[src/rtl/core/spma_pkg.sv]
// ----------------------------------------------------------------------------
// spma_pkg
// Shared types and constants for the spectrum peak and mean accumulator.
// ----------------------------------------------------------------------------
package spma_pkg;

  localparam int DATA_W = 16;
  localparam int IDX_W  = 10;
  localparam int BIU_W  = 11;
  localparam int CFG_W  = 16;
  localparam int QUO_W  = 17;

  localparam logic CFG_BINS_IN_USE = 1'b0;
  localparam logic CFG_PEAK_FLOOR  = 1'b1;

  localparam logic [BIU_W-1:0]         BIU_RESET   = 11'd1024;
  localparam logic signed [DATA_W-1:0] FLOOR_RESET = -16'sd30720;

  typedef struct packed {
    logic accept;
    logic update;
    logic mul1;
    logic mul2;
    logic load_out;
  } spma_cmd_t;

  typedef struct packed {
    logic recip_busy;
    logic out_free;
  } spma_stat_t;

endpackage

[src/rtl/core/spma_ctrl.sv]
// ----------------------------------------------------------------------------
// spma_ctrl
// Sequencer that steps one request through update, multiply and output.
// ----------------------------------------------------------------------------
module spma_ctrl (
  input  logic                 clk,
  input  logic                 rst,
  input  logic                 in_valid,
  output logic                 in_ready,
  input  spma_pkg::spma_stat_t stat,
  output spma_pkg::spma_cmd_t  cmd
);

  typedef enum logic [4:0] {
    S_IDLE   = 5'b00001,
    S_UPDATE = 5'b00010,
    S_MUL1   = 5'b00100,
    S_MUL2   = 5'b01000,
    S_FIX    = 5'b10000
  } state_t;

  state_t state;
  state_t state_next;

  always_comb begin
    state_next   = state;
    cmd          = '0;
    in_ready     = 1'b0;
    case (state)
      S_IDLE: begin
        in_ready   = 1'b1;
        cmd.accept = in_valid;
        if (in_valid) begin
          state_next = S_UPDATE;
        end
      end
      S_UPDATE: begin
        cmd.update = 1'b1;
        state_next = S_MUL1;
      end
      S_MUL1: begin
        if (!stat.recip_busy) begin
          cmd.mul1   = 1'b1;
          state_next = S_MUL2;
        end
      end
      S_MUL2: begin
        cmd.mul2   = 1'b1;
        state_next = S_FIX;
      end
      S_FIX: begin
        if (stat.out_free) begin
          cmd.load_out = 1'b1;
          state_next   = S_IDLE;
        end
      end
      default: begin
        state_next = S_IDLE;
      end
    endcase
  end

  always_ff @(posedge clk) begin
    if (rst) begin
      state <= S_IDLE;
    end else begin
      state <= state_next;
    end
  end

endmodule

[config.mk]
export PLATFORM = sky130hd
export DESIGN_NAME = spma_ctrl
export DESIGN_NICKNAME = d
export VERILOG_FILES = /design/src/rtl/core/spma_pkg.sv /design/src/rtl/core/spma_ctrl.sv
export SDC_FILE = /design/constraint.sdc
export NUM_CORES = 1
export LEC_CHECK = 0
export BUFFER_PORTS_ARGS = -buffer_cell sky130_fd_sc_hd__buf_2
export CAP_MARGIN = 20
export CORE_AREA = 2 2 39 41
export DETAILED_ROUTE_END_ITERATION = 10
export DIE_AREA = 0 0 41 43
export GPL_ROUTABILITY_DRIVEN = 1
export PLACE_DENSITY_LB_ADDON = 0.12
export REMOVE_ABC_BUFFERS = 1
export SETUP_SLACK_MARGIN = 0.5
export SLEW_MARGIN = 20
export SYNTH_ARGS = -nofsm -noshare
export SYNTH_HDL_FRONTEND = slang
export SYNTH_SLANG_ARGS = --single-unit
[constraint.sdc]
create_clock -name clk -period 1.6 [get_ports clk]
set_clock_uncertainty 0.1 [all_clocks]
set_input_delay 0.4 -clock clk [delete_from_list [all_inputs] [get_ports clk]]
set_output_delay 0.4 -clock clk [all_outputs]
set_load 0.01 [all_outputs]
# [Yosys cells after proc, flatten, opt, wreduce, memory -nomap -nowiden]
# Index checks and enable logic that the tools add are counted.
[op_classes] n_eq_ne=8 n_mux=12 n_reduce_logical=1
[ops] op="$pmux W5 S5" n=1
[ops] op="$mux W5" n=3
[ops] op="$mux W1" n=8
[ops] op="$ne A2 B2 Y1 const B" n=3
[ops] op="$eq A5 B1 Y1 const B" n=1
[ops] op="$eq A5 B2 Y1 const B" n=1
[ops] op="$eq A5 B3 Y1 const B" n=1
[ops] op="$eq A5 B4 Y1 const B" n=1
[ops] op="$eq A5 B5 Y1 const B" n=1
[ops] op="$reduce_and A3 Y1" n=1
[totals] register_bits=5 inputBits=5 word_cells=22

# [Logic depth before layout (Yosys ltp)]
[logic_depth] word_depth=3 mapped_depth=5 depth_no_buf=3

# [Least setup slack after synthesis]
# No wires, ideal clock.
[synth_timing] path_type="reg-to-output" start="reg state[3]" end="out cmd[4] (netlist name)" t_arrival_ps=1141 path_slack_ps=-41 stages_incl_launch_ff=5 path_buffers=1 cell_sequence="dfxtp_1 or2_1 buf_6 nor3_2 and2_1"
[synth_lines] item="start, declared" line="spma_ctrl.sv:22" source="state_t state;"
[synth_lines] item="start signal, assigned" line="spma_ctrl.sv:67" source="state <= state_next;"
[synth_lines] item="end, declared" line="spma_ctrl.sv:11" source="output spma_pkg::spma_cmd_t cmd"

==> metrics <==
outcome complete, but fails checks; failing checks setup timing; Hold WC Path Type input port to flip-flop; TritonCTS Buffers 3; power per standard cell area 730 mW/mm^2; first-pass GRT wire length 1320 um; r2r endpoint state[0]$_SDFFE_PP1P_; sequential area share after synthesis 30.5%; Tot Pwr 377 uW; DRC Markers 0; DIE AREA 0.00176 mm^2; Setup WS pre-CTS 0.0328 ns; synthesized flop and latch total 5; DRT met1 WL 360 um; vias in the first global route 339; Skew-Pair Late Insertion Delay 0.24 ns; layout overhead on the synthesized area 57.6%; Final TNS setup -0.480 ns; antenna viol nets, final 0; core area 0.00138 mm^2; Reg clk slew, reported paths 0.05 ns; initial antenna violation count 0; fmax 0.567 GHz; synthesized cell area 328 um^2; Pre-Repair DR Iteration Count 1; share of layout cells above drive strength 1 62.5%; Via density 4.68; worst r2r path cells 5; die height 43 um; met2 routed WL 438 um; port buffer count 10; Cell variety after synth 24; clock period minus worst slack 1.76 ns; maximum fanout along the worst path 5; Cell Rows 14; Detailed Route Iter0 Violations 0; overall via count from detail_route 337; Inserted Diodes 0; worst setup path endpoint cmd[4]; Initial Util 23.7%; biggest regs state (5); post-route setup slack -0.163 ns; placed cells 63; RePlAce Congestion 0.708; grt total ovfl 0; LEAKAGE 0.000238 uW; Setup crit start state[3]$_SDFFE_PP0P_; DR WL/cell 11.9 um; Synth Warn # 0; Worst Setup End Kind primary output; TritonCTS clock tree done; Reg2Reg Launch Point state[3]$_SDFFE_PP0P_; Final #Nets 62; most flop-heavy register state; Startpoint Class flip-flop; Root Buffer clkbuf_4; Slew @ Worst Pin 0.331 ns; Final Hold Fails 0; IO Pins 11; max reg flops 5; reg2reg setup slack 0.06 ns; Top Layer Used met4; Critical Path AT 1.26 ns; VDD IR max 0.391 mV; Final Max Tran Viols 0; Hold WS 0.275 ns; post-route insts no fill 72; Final period util 110%; Post-CTS Hold Buffers 0; # fillers 151; Cells after Synth 35; hpwl dp 605 um; GRT Overall Usage 11.4%; Die Span X 41 um; critical path class flip-flop to primary output; unrepaired setup endpoints after global routing yes; Clock Sinks 5; Max-slew headroom 77.4%; drt total wl 860 um; clock buffer depth 2; Critical Path RT 1.10 ns; Avg Inst Size Synth 9.37 um^2; maxcap violations 0; H-Tree Depth 1; final setup violating endpoints 5; pin count of the biggest net entering global routing 9; Routed met3 length 44 um
[how the worst min path moves through the flow]
| stage | from | endpoint | slack [ns] | cells after the start |
|---|---|---|---|---|
| after floorplan | rst | state[3]$_SDFFE_PP0P_ | 0.37 | 1 |
| after global placement | state[0]$_SDFFE_PP1P_ | state[2]$_SDFFE_PP0P_ | 0.47 | 1 |
| after detailed placement | state[0]$_SDFFE_PP1P_ | state[2]$_SDFFE_PP0P_ | 0.46 | 1 |
| after CTS | rst | state[3]$_SDFFE_PP0P_ | 0.28 | 2 |
| after global routing | rst | state[3]$_SDFFE_PP0P_ | 0.28 | 2 |
| final | rst | state[3]$_SDFFE_PP0P_ | 0.27 | 2 |
[routing by layer]
metal	vias up	GRT usage (%)
li1	171	-
met1	156	12.3
met2	8	16.9
met3	2	3.14
met4	0	10.0
met5	-	0
[synthesized netlist by cell type (all sizes together)]
cell / count / area (um^2)
nor4: 2 / 25.0
or2: 1 / 6.26
nor3: 3 / 20.0
nand3b: 3 / 22.5
buf: 4 / 28.8
o211ai: 1 / 7.51
inv: 1 / 3.75
nor2b: 1 / 6.26
a2111oi: 1 / 8.76
nor2: 1 / 3.75
and3b: 1 / 8.76
xor2: 1 / 8.76
a311o: 1 / 10.0
and4b: 1 / 10.0
a211o: 1 / 8.76
nand4bb: 1 / 11.3
nand2b: 3 / 18.8
a211oi: 1 / 7.51
and2: 1 / 6.26
o21ai: 1 / 5.00
dfxtp: 5 / 100
[layout by cell type (no fill, tap or decap)]
cell	count
dfxtp_4	1
and2_1	1
o211ai_1	1
nor2b_1	1
nor4_2	2
buf_2	10
nor2_1	1
nor3_4	2
nand2b_1	2
clkbuf_4	3
dfxtp_2	4
nor3_1	1
xor2_1	1
clkbuf_1	1
buf_4	9
a2111oi_0	1
a211o_1	1
inv_1	1
or2_4	1
nand4bb_1	1
o21ai_0	1
and3b_1	1
nand3b_1	3
buf_6	2
a211oi_1	1
and4b_1	1
a311o_1	1
nand2b_2	1
[critical path, stage by stage, from the launching register on]
cell	delay (ns)
dfxtp_2	0.31
or2_4	0.27
nor3_4	0.18
and2_1	0.14
buf_2	0.12
[stage by stage]
stage          cell area [um^2]  utilization (%)
2_1_floorplan               299                -
5_1_grt                     517             37.3
4_1_cts                     494             35.7
3_3_place_gp                414             29.9
6_report                    517             37.3
3_5_place_dp                414             29.9
[power breakdown]
part,internal (uW),leakage (uW),switching (uW)
Sequential,132,0.0000427,10.8
Combinational,47.5,0.000180,40.0
Clock,94.4,0.0000150,52.3
[logic make-up (layout without fill, tap and decap cells)]
| group | Yosys count | in the layout | share of synthesized area [%] |
|---|---|---|---|
| AO/OA/AOI/OAI | 6 | 6 | 14.5 |
| XOR/XNOR | 1 | 1 | 2.67 |
| buffers and inverters | 5 | 26 | 9.92 |
| flip-flops | 5 | 5 | 30.5 |
| AND/OR/NAND/NOR | 18 | 18 | 42.4 |
[repair_timing]
item,4_1_cts,5_1_grt
setup endpoints to repair,11,11
resized for setup,10,3
setup buffers,3,2
pin swaps,9,5
[area by class of cell]
class,count,area (um^2),area share [%]
Multi-Input combinational cell,25,218,42.1
Tap cell,16,20.0,3.87
Inverter,1,3.75,0.726
Clock buffer,4,26.3,5.08
Timing Repair Buffer,21,140,27.1
Sequential cell,5,109,21.1
(Power assumes the default switching activity.)
